`config.mk`:
```
export PLATFORM = sky130hd
export DESIGN_NAME = threshold_select_quintic_blend
export DESIGN_NICKNAME = d
export VERILOG_FILES = /design/src/hw/rtl/thsq_pkg.sv /design/src/hw/rtl/thsq_div.sv /design/src/hw/rtl/threshold_select_quintic_blend.sv
export VERILOG_INCLUDE_DIRS = /design/src /design/src/hw/rtl
export SDC_FILE = /design/constraint.sdc
export NUM_CORES = 2
export LEC_CHECK = 0
export BUFFER_PORTS_ARGS = -buffer_cell sky130_fd_sc_hd__clkbuf_2
export CAP_MARGIN = 10
export CORE_UTILIZATION = 53
export CTS_BUF_LIST = sky130_fd_sc_hd__clkbuf_2 sky130_fd_sc_hd__clkbuf_4 sky130_fd_sc_hd__clkbuf_8
export CTS_CLUSTER_DIAMETER = 60
export DETAILED_ROUTE_END_ITERATION = 7
export PLACE_DENSITY = 0.72
export SLEW_MARGIN = 20
export SYNTH_ARGS = -nofsm -noshare
export SYNTH_HDL_FRONTEND = slang
export SYNTH_HIERARCHICAL = 1
export SYNTH_SLANG_ARGS = --single-unit
export TNS_END_PERCENT = 30
```
`constraint.sdc`:
```
create_clock -name clk -period 8.05 [get_ports clk]
set_input_delay 0.805 -clock clk [delete_from_list [all_inputs] [get_ports clk]]
set_output_delay 0.805 -clock clk [all_outputs]
set_load 0.02 [all_outputs]
```
`src/hw/rtl/threshold_select_quintic_blend_macros.svh`:
```
// Assertion macros shared by the threshold select blend RTL.
`ifndef THRESHOLD_SELECT_QUINTIC_BLEND_MACROS_SVH
`define THRESHOLD_SELECT_QUINTIC_BLEND_MACROS_SVH

// Same-cycle implication, sampled on clk, off while rst_n is low.
`define THSQ_ASSERT_NOW(name, ante, cons) \
    name: assert property (@(posedge clk) disable iff (!rst_n) (ante) |-> (cons)) \
        else $error("%m: check failed");

// Next-cycle implication, sampled on clk, off while rst_n is low.
`define THSQ_ASSERT_NEXT(name, ante, cons) \
    name: assert property (@(posedge clk) disable iff (!rst_n) (ante) |=> (cons)) \
        else $error("%m: check failed");

`endif

```
`src/hw/rtl/thsq_pkg.sv`:
```
// Types and constants for the threshold select quintic blend block.
package thsq_pkg;

    localparam int SAMPLE_BITS   = 16;
    localparam int FRACTION_BITS = 12;
    localparam int FALLOFF_BITS  = SAMPLE_BITS - 1;

    // blend fraction runs 0..ONE inclusive
    localparam int T_BITS    = FRACTION_BITS + 1;
    localparam int TT_BITS   = 2 * T_BITS;
    localparam int Q_BITS    = FRACTION_BITS + 4;
    localparam int QS_BITS   = FRACTION_BITS + 6;
    localparam int SQ_BITS   = T_BITS + Q_BITS;
    localparam int BAND_BITS = SAMPLE_BITS + 2;
    localparam int DEN_BITS  = SAMPLE_BITS;
    localparam int NUM_BITS  = SAMPLE_BITS + FRACTION_BITS + 2;
    localparam int PROD_BITS = SAMPLE_BITS + T_BITS + 1;

    localparam int unsigned FX_ONE  = 1 << FRACTION_BITS;
    localparam int unsigned FX_HALF = 1 << (FRACTION_BITS - 1);

    localparam int IN_DATA_BITS  = ((3 * SAMPLE_BITS + 7) / 8) * 8;
    localparam int OUT_DATA_BITS = ((SAMPLE_BITS + 7) / 8) * 8;

    localparam int CFG_INDEX_BITS = 1;
    localparam int CFG_DATA_BITS  = SAMPLE_BITS;
    localparam logic [CFG_INDEX_BITS-1:0] REG_THRESHOLD = 1'd0;
    localparam logic [CFG_INDEX_BITS-1:0] REG_FALLOFF   = 1'd1;

    typedef enum logic [1:0] {
        SEL_LOW,
        SEL_HIGH,
        SEL_BLEND
    } sel_t;

    // what rides alongside the fraction through the pipeline
    typedef struct packed {
        sel_t                          sel;
        logic signed [SAMPLE_BITS-1:0] low;
        logic signed [SAMPLE_BITS-1:0] high;
    } side_t;

endpackage

```
`src/hw/rtl/thsq_div.sv`:
```
// Pipelined restoring divider: one quotient bit per stage, elastic stalls.
module thsq_div
    import thsq_pkg::*;
(
    input  logic                clk,
    input  logic                rst_n,
    input  logic                in_valid,
    output logic                in_ready,
    input  logic [NUM_BITS-1:0] num,
    input  logic [DEN_BITS-1:0] den,
    input  side_t               side_in,
    output logic                out_valid,
    input  logic                out_ready,
    output logic [T_BITS-1:0]   quo,
    output side_t               side_out
);

    localparam int LAST = T_BITS - 1;

    logic                valid_reg [T_BITS];
    logic [NUM_BITS-1:0] rem_reg   [T_BITS];
    logic [T_BITS-1:0]   quo_reg   [T_BITS];
    side_t               side_reg  [T_BITS];

    logic [NUM_BITS-1:0] rem_next  [T_BITS];
    logic [T_BITS-1:0]   quo_next  [T_BITS];
    logic                en        [T_BITS];

    logic [NUM_BITS-1:0] den_ext;

    assign den_ext = {{(NUM_BITS - DEN_BITS){1'b0}}, den};

    genvar k;
    generate
        for (k = 0; k < T_BITS; k++) begin : g_stage
            localparam int BIT = LAST - k;

            logic [NUM_BITS-1:0] rem_in;
            logic [T_BITS-1:0]   quo_in;
            logic                valid_in;
            side_t               side_in_k;
            logic [NUM_BITS-1:0] shifted;

            if (k == 0) begin : g_first
                assign rem_in    = num;
                assign quo_in    = '0;
                assign valid_in  = in_valid;
                assign side_in_k = side_in;
            end else begin : g_rest
                assign rem_in    = rem_reg[k-1];
                assign quo_in    = quo_reg[k-1];
                assign valid_in  = valid_reg[k-1];
                assign side_in_k = side_reg[k-1];
            end

            if (k == LAST) begin : g_en_last
                assign en[k] = !valid_reg[k] || out_ready;
            end else begin : g_en_mid
                assign en[k] = !valid_reg[k] || en[k+1];
            end

            assign shifted = den_ext << BIT;

            always_comb
            begin
                if (rem_in >= shifted)
                begin
                    rem_next[k] = rem_in - shifted;
                    quo_next[k] = quo_in | (T_BITS'(1) << BIT);
                end
                else
                begin
                    rem_next[k] = rem_in;
                    quo_next[k] = quo_in;
                end
            end

            always_ff @(posedge clk or negedge rst_n)
            begin
                if (!rst_n)
                begin
                    valid_reg[k] <= 1'b0;
                end
                else if (en[k])
                begin
                    valid_reg[k] <= valid_in;
                end
            end

            always_ff @(posedge clk)
            begin
                if (en[k] && valid_in)
                begin
                    rem_reg[k]  <= rem_next[k];
                    quo_reg[k]  <= quo_next[k];
                    side_reg[k] <= side_in_k;
                end
            end
        end
    endgenerate

    assign in_ready  = en[0];
    assign out_valid = valid_reg[LAST];
    assign quo       = quo_reg[LAST];
    assign side_out  = side_reg[LAST];

`include "threshold_select_quintic_blend_macros.svh"

    `THSQ_ASSERT_NEXT(a_div_hold, valid_reg[LAST] && !out_ready, valid_reg[LAST] && $stable(quo_reg[LAST]))
    `THSQ_ASSERT_NOW(a_div_first_free, !valid_reg[0], in_ready)
    `THSQ_ASSERT_NEXT(a_div_no_loss, valid_reg[0] && !en[0], valid_reg[0])

endmodule

```
`src/hw/rtl/threshold_select_quintic_blend.sv`:
```
// Threshold select with quintic crossfade: top level and blend pipeline.
// Pipeline: 1 band stage, 13 divider stages, 5 fade and blend stages.
// Throughput: one pixel per cycle while m_tready holds; every stage stalls on its own, so
// bubbles close up while the output waits.
// Reset clears all valid bits and sets threshold and falloff to zero.
module threshold_select_quintic_blend
    import thsq_pkg::*;
(
    input  logic                      clk,
    input  logic                      rst_n,
    input  logic                      cfg_we,
    input  logic [CFG_INDEX_BITS-1:0] cfg_index,
    input  logic [CFG_DATA_BITS-1:0]  cfg_data,
    input  logic                      s_tvalid,
    output logic                      s_tready,
    input  logic [IN_DATA_BITS-1:0]   s_tdata,   // control_sample, low_sample, high_sample
    output logic                      m_tvalid,
    input  logic                      m_tready,
    output logic [OUT_DATA_BITS-1:0]  m_tdata    // result_sample
);

    // configuration
    logic signed [SAMPLE_BITS-1:0] threshold_reg;
    logic        [FALLOFF_BITS-1:0] falloff_reg;

    always_ff @(posedge clk or negedge rst_n)
    begin
        if (!rst_n)
        begin
            threshold_reg <= '0;
            falloff_reg   <= '0;
        end
        else if (cfg_we)
        begin
            case (cfg_index)
                REG_THRESHOLD: threshold_reg <= cfg_data[SAMPLE_BITS-1:0];
                REG_FALLOFF:   falloff_reg   <= cfg_data[FALLOFF_BITS-1:0];
                default:       ;
            endcase
        end
    end

    // band stage: classify and form the divider numerator
    logic signed [SAMPLE_BITS-1:0] ctrl_in, low_in, high_in;
    logic signed [BAND_BITS-1:0]   ctrl_ext, th_ext, f_ext, lower, upper, band_pos;
    sel_t                          sel_in;
    logic [NUM_BITS-1:0]           num_in;

    assign ctrl_in = s_tdata[SAMPLE_BITS-1:0];
    assign low_in  = s_tdata[2*SAMPLE_BITS-1:SAMPLE_BITS];
    assign high_in = s_tdata[3*SAMPLE_BITS-1:2*SAMPLE_BITS];

    assign ctrl_ext = BAND_BITS'(ctrl_in);
    assign th_ext   = BAND_BITS'(threshold_reg);
    assign f_ext    = $signed({{(BAND_BITS - FALLOFF_BITS){1'b0}}, falloff_reg});
    assign lower    = th_ext - f_ext;
    assign upper    = th_ext + f_ext;
    assign band_pos = ctrl_ext - lower;

    always_comb
    begin
        num_in = '0;
        if (falloff_reg == '0)
        begin
            sel_in = (ctrl_ext < th_ext) ? SEL_LOW : SEL_HIGH;
        end
        else if (ctrl_ext < lower)
        begin
            sel_in = SEL_LOW;
        end
        else if (ctrl_ext > upper)
        begin
            sel_in = SEL_HIGH;
        end
        else
        begin
            sel_in = SEL_BLEND;
            num_in = ({{(NUM_BITS - SAMPLE_BITS - 1){1'b0}}, band_pos[SAMPLE_BITS:0]}
                      << FRACTION_BITS)
                     + {{(NUM_BITS - FALLOFF_BITS){1'b0}}, falloff_reg};
        end
    end

    logic                a_valid_reg;
    logic [NUM_BITS-1:0] a_num_reg;
    side_t               a_side_reg;
    logic                a_en;
    logic                div_in_ready;

    assign a_en     = !a_valid_reg || div_in_ready;
    assign s_tready = a_en;

    always_ff @(posedge clk or negedge rst_n)
    begin
        if (!rst_n)
        begin
            a_valid_reg <= 1'b0;
        end
        else if (a_en)
        begin
            a_valid_reg <= s_tvalid;
        end
    end

    always_ff @(posedge clk)
    begin
        if (a_en && s_tvalid)
        begin
            a_num_reg       <= num_in;
            a_side_reg.sel  <= sel_in;
            a_side_reg.low  <= low_in;
            a_side_reg.high <= high_in;
        end
    end

    // fraction t = (num) / (2 * falloff)
    logic              div_valid;
    logic [T_BITS-1:0] div_quo;
    side_t             div_side;
    logic              b_en;

    thsq_div u_div (
        .clk       (clk),
        .rst_n     (rst_n),
        .in_valid  (a_valid_reg),
        .in_ready  (div_in_ready),
        .num       (a_num_reg),
        .den       ({falloff_reg, 1'b0}),
        .side_in   (a_side_reg),
        .out_valid (div_valid),
        .out_ready (b_en),
        .quo       (div_quo),
        .side_out  (div_side)
    );

    // stage B: clamp t, square it
    logic              b_valid_reg;
    logic [T_BITS-1:0] b_t_reg, b_t2_reg;
    side_t             b_side_reg;
    logic [T_BITS-1:0] t_next;
    logic [TT_BITS-1:0] tt_prod, tt_round;
    logic              c_en;

    assign t_next   = (div_quo > T_BITS'(FX_ONE)) ? T_BITS'(FX_ONE) : div_quo;
    assign tt_prod  = {{(TT_BITS - T_BITS){1'b0}}, t_next}
                    * {{(TT_BITS - T_BITS){1'b0}}, t_next};
    assign tt_round = (tt_prod + TT_BITS'(FX_HALF)) >> FRACTION_BITS;
    assign b_en     = !b_valid_reg || c_en;

    always_ff @(posedge clk or negedge rst_n)
    begin
        if (!rst_n)
        begin
            b_valid_reg <= 1'b0;
        end
        else if (b_en)
        begin
            b_valid_reg <= div_valid;
        end
    end

    always_ff @(posedge clk)
    begin
        if (b_en && div_valid)
        begin
            b_t_reg    <= t_next;
            b_t2_reg   <= tt_round[T_BITS-1:0];
            b_side_reg <= div_side;
        end
    end

    // stage C: cube and the quadratic factor 6t^2 - 15t + 10
    logic              c_valid_reg;
    logic [T_BITS-1:0] c_t3_reg;
    logic [Q_BITS-1:0] c_q_reg;
    side_t             c_side_reg;
    logic [TT_BITS-1:0] t3_prod, t3_round;
    logic [QS_BITS-1:0] q_pos, q_neg, q_diff;
    logic [Q_BITS-1:0]  q_next;
    logic              d_en;

    assign t3_prod  = {{(TT_BITS - T_BITS){1'b0}}, b_t2_reg}
                    * {{(TT_BITS - T_BITS){1'b0}}, b_t_reg};
    assign t3_round = (t3_prod + TT_BITS'(FX_HALF)) >> FRACTION_BITS;
    assign q_pos    = {{(QS_BITS - T_BITS){1'b0}}, b_t2_reg} * QS_BITS'(6)
                    + QS_BITS'(10 * FX_ONE);
    assign q_neg    = {{(QS_BITS - T_BITS){1'b0}}, b_t_reg} * QS_BITS'(15);
    assign q_diff   = q_pos - q_neg;
    assign q_next   = (q_pos > q_neg) ? q_diff[Q_BITS-1:0] : '0;
    assign c_en     = !c_valid_reg || d_en;

    always_ff @(posedge clk or negedge rst_n)
    begin
        if (!rst_n)
        begin
            c_valid_reg <= 1'b0;
        end
        else if (c_en)
        begin
            c_valid_reg <= b_valid_reg;
        end
    end

    always_ff @(posedge clk)
    begin
        if (c_en && b_valid_reg)
        begin
            c_t3_reg   <= t3_round[T_BITS-1:0];
            c_q_reg    <= q_next;
            c_side_reg <= b_side_reg;
        end
    end

    // stage D: fade s = t^3 * q, clamped to one
    logic              d_valid_reg;
    logic [T_BITS-1:0] d_s_reg;
    side_t             d_side_reg;
    logic [SQ_BITS-1:0] s_prod, s_round;
    logic [T_BITS-1:0]  s_next;
    logic              e_en;

    assign s_prod  = {{(SQ_BITS - T_BITS){1'b0}}, c_t3_reg}
                   * {{(SQ_BITS - Q_BITS){1'b0}}, c_q_reg};
    assign s_round = (s_prod + SQ_BITS'(FX_HALF)) >> FRACTION_BITS;
    assign s_next  = (s_round > SQ_BITS'(FX_ONE)) ? T_BITS'(FX_ONE) : s_round[T_BITS-1:0];
    assign d_en    = !d_valid_reg || e_en;

    always_ff @(posedge clk or negedge rst_n)
    begin
        if (!rst_n)
        begin
            d_valid_reg <= 1'b0;
        end
        else if (d_en)
        begin
            d_valid_reg <= c_valid_reg;
        end
    end

    always_ff @(posedge clk)
    begin
        if (d_en && c_valid_reg)
        begin
            d_s_reg    <= s_next;
            d_side_reg <= c_side_reg;
        end
    end

    // stage E: (high - low) * s
    logic                        e_valid_reg;
    logic signed [PROD_BITS-1:0] e_prod_reg;
    side_t                       e_side_reg;
    logic signed [SAMPLE_BITS:0] span;
    logic signed [PROD_BITS-1:0] span_ext, s_ext;
    logic                        f_en;

    assign span     = $signed({d_side_reg.high[SAMPLE_BITS-1], d_side_reg.high})
                    - $signed({d_side_reg.low[SAMPLE_BITS-1], d_side_reg.low});
    assign span_ext = PROD_BITS'(span);
    assign s_ext    = $signed({{(PROD_BITS - T_BITS){1'b0}}, d_s_reg});
    assign e_en     = !e_valid_reg || f_en;

    always_ff @(posedge clk or negedge rst_n)
    begin
        if (!rst_n)
        begin
            e_valid_reg <= 1'b0;
        end
        else if (e_en)
        begin
            e_valid_reg <= d_valid_reg;
        end
    end

    always_ff @(posedge clk)
    begin
        if (e_en && d_valid_reg)
        begin
            e_prod_reg <= span_ext * s_ext;
            e_side_reg <= d_side_reg;
        end
    end

    // stage F: round, add low, or pass a candidate straight through
    logic                          f_valid_reg;
    logic [SAMPLE_BITS-1:0]        f_result_reg;
    logic signed [PROD_BITS-1:0]   blend_round;
    logic [SAMPLE_BITS-1:0]        result_next;

    assign blend_round = (e_prod_reg + $signed(PROD_BITS'(FX_HALF))) >>> FRACTION_BITS;
    assign f_en        = !f_valid_reg || m_tready;

    always_comb
    begin
        case (e_side_reg.sel)
            SEL_LOW:   result_next = e_side_reg.low;
            SEL_HIGH:  result_next = e_side_reg.high;
            SEL_BLEND: result_next = e_side_reg.low + blend_round[SAMPLE_BITS-1:0];
            default:   result_next = e_side_reg.low;
        endcase
    end

    always_ff @(posedge clk or negedge rst_n)
    begin
        if (!rst_n)
        begin
            f_valid_reg <= 1'b0;
        end
        else if (f_en)
        begin
            f_valid_reg <= e_valid_reg;
        end
    end

    always_ff @(posedge clk)
    begin
        if (f_en && e_valid_reg)
        begin
            f_result_reg <= result_next;
        end
    end

    assign m_tvalid = f_valid_reg;
    assign m_tdata  = OUT_DATA_BITS'(f_result_reg);

`include "threshold_select_quintic_blend_macros.svh"

    `THSQ_ASSERT_NOW(a_ready_when_empty, !m_tvalid, s_tready)
    `THSQ_ASSERT_NEXT(a_low_passes,
        f_en && e_valid_reg && (e_side_reg.sel == SEL_LOW),
        m_tdata[SAMPLE_BITS-1:0] == $past(e_side_reg.low))
    `THSQ_ASSERT_NOW(a_fade_bounded, d_valid_reg, d_s_reg <= T_BITS'(FX_ONE))

endmodule
```
# Yosys cells after proc, flatten, opt, wreduce, memory -nomap -nowiden
# Memory sizes are Yosys's and may differ from the RTL's. A register that Yosys moved wholly into a read port is not among the register bits.
# Cells that the tools add are included.
[op_classes]
n_addsub = 25
n_mul = 6
n_lt_le_gt_ge = 19
eq_ne = 2
muxes = 58
bitwise_logic = 1
n_reduce_logical = 61
[op_table]
columns = ["op", "count"]
rows = [
  ["30-bit 2-to-1 mux", 13],
  ["25-bit by 12-bit adder with 25-bit output, second input constant", 2],
  ["13-bit by 13-bit multiplier with 25-bit output", 2],
  ["16-bit by 16-bit subtractor with 17-bit output", 2],
  ["16-bit case mux with 2 select lines", 1],
  ["29-bit by 15-bit adder with 30-bit output", 1],
  ["30-bit by 16-bit >= comparator with 1-bit output", 1],
  ["30-bit by 17-bit >= comparator with 1-bit output", 1],
  ["30-bit by 18-bit >= comparator with 1-bit output", 1],
  ["30-bit by 19-bit >= comparator with 1-bit output", 1],
  ["30-bit by 20-bit >= comparator with 1-bit output", 1],
  ["30-bit by 21-bit >= comparator with 1-bit output", 1],
  ["30-bit by 22-bit >= comparator with 1-bit output", 1],
  ["30-bit by 23-bit >= comparator with 1-bit output", 1],
  ["30-bit by 24-bit >= comparator with 1-bit output", 1],
  ["30-bit by 25-bit >= comparator with 1-bit output", 1],
  ["30-bit by 26-bit >= comparator with 1-bit output", 1],
  ["30-bit by 27-bit >= comparator with 1-bit output", 1],
  ["30-bit by 28-bit >= comparator with 1-bit output", 1],
  ["30-bit by 16-bit subtractor with 30-bit output", 1],
  ["30-bit by 17-bit subtractor with 30-bit output", 1],
  ["30-bit by 18-bit subtractor with 30-bit output", 1],
  ["30-bit by 19-bit subtractor with 30-bit output", 1],
  ["30-bit by 20-bit subtractor with 30-bit output", 1],
  ["47 further kinds", 133],
]
[totals]
register_bits = 328
mem_bits_rw = 1001
out_inout_bits = 18
elab_cells = 216
memories = 3
[mem_list]
columns = ["name", "depth", "width", "rd", "rd_clocked_by_memory_dff", "write_ports", "line_no", "rtl"]
rows = [
  ["u_div.side_reg", 13, 34, 13, 1, 13, "thsq_div.sv:23", "side_t side_reg [T_BITS];"],
  ["u_div.rem_reg", 13, 30, 12, 0, 13, "thsq_div.sv:21", "logic [NUM_BITS-1:0] rem_reg [T_BITS];"],
  ["u_div.quo_reg", 13, 13, 13, 0, 13, "thsq_div.sv:22", "logic [T_BITS-1:0] quo_reg [T_BITS];"],
]

# Logic depth before layout (Yosys ltp)
[logic_depth]
ltp_word = 22
depth_mapped = 34

# Modules after synthesis
# The synthesis kept the hierarchy.
[modules_own_cells]
columns = ["module", "n_inst", "cells_per_inst", "area_per_inst_um2", "seq_area_each_um2"]
rows = [
  ["threshold_select_quintic_blend", 1, 4075, 41467.3, 9964.6],
  ["thsq_div", 1, 3026, 41217.0, 27141.0],
]

# Least setup slack after synthesis
# OpenSTA, ideal clock, no wires.
[synth_timing]
path_kind = "reg2reg"
start = "register d_side_reg[2] (netlist bit)"
end = "register e_prod_reg[27] (data pin)"
setup_time_ns = 0.258
t_arrival_ns = 7.737
required_ns = 7.792
slack_ns = 0.055
path_stages_with_launch = 31
n_path_buf = 1
period_less_slack_ns = 7.995
path_cell_list = "edfxtp_1 ha_1 nor2b_1 o31a_1 o211ai_1 a21oi_1 a2111oi_0 nor3_1 xor2_1 clkbuf_1 and2_1 fa_1 inv_1 fa_1 inv_1 fa_1 fa_1 fa_1 inv_1 fa_1 inv_1 ha_1 or2_2 o31ai_1 o311ai_1 o2111ai_1 a21boi_1 o21ai_1 o2bb2ai_1 xnor3_1 xnor2_1"
[synth_via]
elab_chain_cells = 2
[synth_rtl]
columns = ["item", "line_no", "rtl"]
rows = [
  ["start: declaration", "threshold_select_quintic_blend.sv:217", "side_t d_side_reg;"],
  ["start signal: assignment", "threshold_select_quintic_blend.sv:245", "d_side_reg <= c_side_reg;"],
  ["16-bit by 16-bit subtractor with 17-bit output", "threshold_select_quintic_blend.sv:258", "- $signed({d_side_reg.low[SAMPLE_BITS-1], d_side_reg.low});"],
  ["17-bit by 14-bit multiplier with 28-bit output", "threshold_select_quintic_blend.sv:279", "e_prod_reg <= span_ext * s_ext;"],
  ["end signal: assignment", "threshold_select_quintic_blend.sv:279", ""],
  ["end: declaration", "threshold_select_quintic_blend.sv:251", "logic signed [PROD_BITS-1:0] e_prod_reg;"],
]
# Every way passes these cells.
# A chain may end at the register's enable or synchronous reset.

# Worst setup path after layout
[layout_timing]
start = "register d_side_reg[0] (netlist bit)"
end = "register e_prod_reg[27] (data pin)"
# Same word-level chain as after synthesis.

==> results_dict.tcl <==
set metrics [dict create \
    final_common_cell "edfxtp_1" \
    worstPathArrival_ps 8640 \
    grt-ovfl-total 0 \
    r2r_cells 34 \
    slew_violations 0 \
    synth_fa_ha_area_frac 0.252 \
    stdcell_area_mm2 0.0913 \
    drt_iter0_markers 3378 \
    synth_compound_area_frac 0.0807 \
    dieWidth_um 397 \
    drc_errors 0 \
    synth_area_per_cell_um2 11.6 \
    row_count 144 \
    cp-endpoint "e_prod_reg[27]" \
    dieArea_mm2 0.158 \
    ys_types 103 \
    cts-root-buf "clkbuf_8" \
    synth_top_area_share 0.434 \
    htree_levels 4 \
    synth_cells 7101 \
    fin_cells 9650 \
    drive_gt1_frac 0.0978 \
    muxShareOfSynthArea 0.00752 \
    synth_flop_cell "edfxtp_1" \
    dp_hpwl_mm 132 \
    clk_latency_ps 960 \
    clkSinkCount 1244 \
    cp_common_cell "fa_1" \
    worstSetupStartpointType "flip-flop" \
    detail_route.first_pass.iterations 6 \
    cts_tree "done" \
    cts.clk_slew.worst_paths_ps 60 \
    regToRegSetupSlack_ps 90 \
    largest_register_ffs 442 \
    cts_max_path_buffers 3 \
    grt_start_max_net_pins 75 \
    track_usage 0.228 \
    hold_violations 0 \
    wl_mm 175 \
    vias 52900 \
    fp.dieH_um 397 \
    yosysWarnings 6 \
    dpl.cell_count 9241 \
    wl_per_cell_um 18.2 \
    maxCapViolCount 0 \
    io_buffers 87 \
    finClkSkew_ps 96.2 \
    antenna_found_initial 4 \
    start_util 0.535 \
    slowest_stage "fa_1" \
    endpoint_kind "flip-flop" \
    rsz0062_at_grt "true" \
    synth_xor_area_frac 0.0450 \
    route.antenna.remaining_nets 0 \
    cp-startpoint "d_side_reg[0]" \
    status "finished clean" \
    synth_edf_count 1194 \
    synth-seq-area-share 0.449 \
    cp_max_fo 4 \
    r2r-end "e_prod_reg[27]" \
    async_flop_share 0.0402 \
    io_pins 88 \
    synth_top_family_by_area "adder cells" \
    post_dp_cell_area_mm2 0.0863 \
    final_cell_mix "edfxtp_1, inv_1, nand2_1" \
    synth_top_area_cell "edfxtp_1" \
    hold_depth 3 \
    grt_pass1_vias 54900 \
    tightest_slew_ps 1090 \
    synthSimpleGateAreaFrac 0.117 \
    cp_slowest_stage_delay_ps 540 \
    grt_pass1_wl_mm 285 \
    required_ps 8730 \
    max_freq_ghz 0.126 \
    cts_buffers 201 \
    gp_congestion 0.883 \
    setup_violations 0 \
    coreArea_mm2 0.154 \
    path_class "flip-flop to flip-flop" \
    ys_ff_latch 1244 \
    relSlewSlack 0.274 \
    viasPerCell 5.48 \
    nets 8815 \
    yosys-top-cells-area "edfxtp_1, fa_1, ha_1, inv_1, nand2_1" \
    period_minus_slack_ps 7960 \
    worstHoldPathType "input port to flip-flop" \
    synth_area_mm2 0.0827 \
    finalHoldWorstSlack_ps 99.2 \
    period_share 0.989 \
    r2r-start "d_side_reg[0]" \
    syn_to_final_growth_pct 10.5 \
]
routing by layer:
metal	routed length, um	up-vias	track usage
met5	0	-	0
met1	74200	26000	0.292
met4	5300	0	0.0760
met3	8100	359	0.0330
met2	87800	1309	0.396
li1	-	25200	-
how the worst min path moves through the flow:
stage               slack [ps]                     to                   start
finish                     100      threshold_reg[10]            cfg_data[10]
global route                40         falloff_reg[9]             cfg_data[9]
detailed placement         400         b_side_reg[19]  u_div/side_reg[1][155]
floorplan                  400          b_side_reg[0]  u_div/side_reg[1][136]
CTS                          3       threshold_reg[9]             cfg_data[9]
global placement           400  u_div/side_reg[0][96]   u_div/side_reg[0][62]
stage by stage:
step                      setup slack, ps  setup TNS (ps)  utilization
after floorplan                      55.3               0            -
after global routing                 -281            -502        0.591
after global placement               -360            -433        0.559
final                                88.6               0        0.592
after CTS                            12.2               0        0.590
after detailed placement             -515            -890        0.559
cell usage after synthesis (all sizes together), types with 10 or more instances:
master and instances:
nor4b 14, nor2b 88, and3 34, o41ai 13
nand4 57, nor3 102, nand4b 17, a21oi 305
mux2i 10, inv 889, mux2 46, a21o 90
and2 289, a221oi 17, xor2 161, nor2 342
or3 46, or2 26, nor4 41, a31oi 37
xnor2 261, fa 608, clkbuf 150, o21ai 275
edfxtp 1194, o211ai 19, ha 693, o21bai 40
a31o 10, buf 27, o21a 53, o31a 11
a21boi 19, or4 16, o31ai 32, dfrtp 50
a2111oi 16, a211oi 28, nand2b 83, nand2 695
nand3 91, a211o 11
layout make-up:
class	instances	area, um2
Inverter	890	3340
Clock buffer	266	3260
Antenna cell	2	5.00
Multi-Input combinational cell	4819	42000
Timing Repair Buffer	288	2070
Sequential cell	1244	37100
Tap cell	2044	2560
Clock inverter	97	1020
Fill cell	12400	63100
critical path: cells and delay by family, from the launching register on:
kind,cells,cell delay [ps]
fa+ha+maj,9,3680
buf+inv,7,730
simple gates,4,450
flops,1,400
compound gates,11,1900
xor+xnor,3,490
logic make-up (layout without fill, tap and decap cells):
logic type / Yosys count / count (layout)
AO/OA/AOI/OAI: 1041 / 1041
XOR/XNOR: 423 / 423
adder cells (fa/ha/maj): 1301 / 1301
buffers and inverters: 1067 / 1541
flip-flops: 1244 / 1244
multiplexers: 56 / 56
other: 2 / 33
AND/OR/NAND/NOR: 1967 / 1967
repair_timing:
item                                    4_1_cts  5_1_grt
endpoints found under the hold margin        66        0
endpoints found under the setup margin        4        7
resized for setup                            25       24
setup buffers                                 4        5
pin swaps                                    14       21
hold buffers                                 34        0
Power is left out: the tool's default activity adds up to more than one toggle a clock period on the data nets, which glitch-free logic cannot reach.
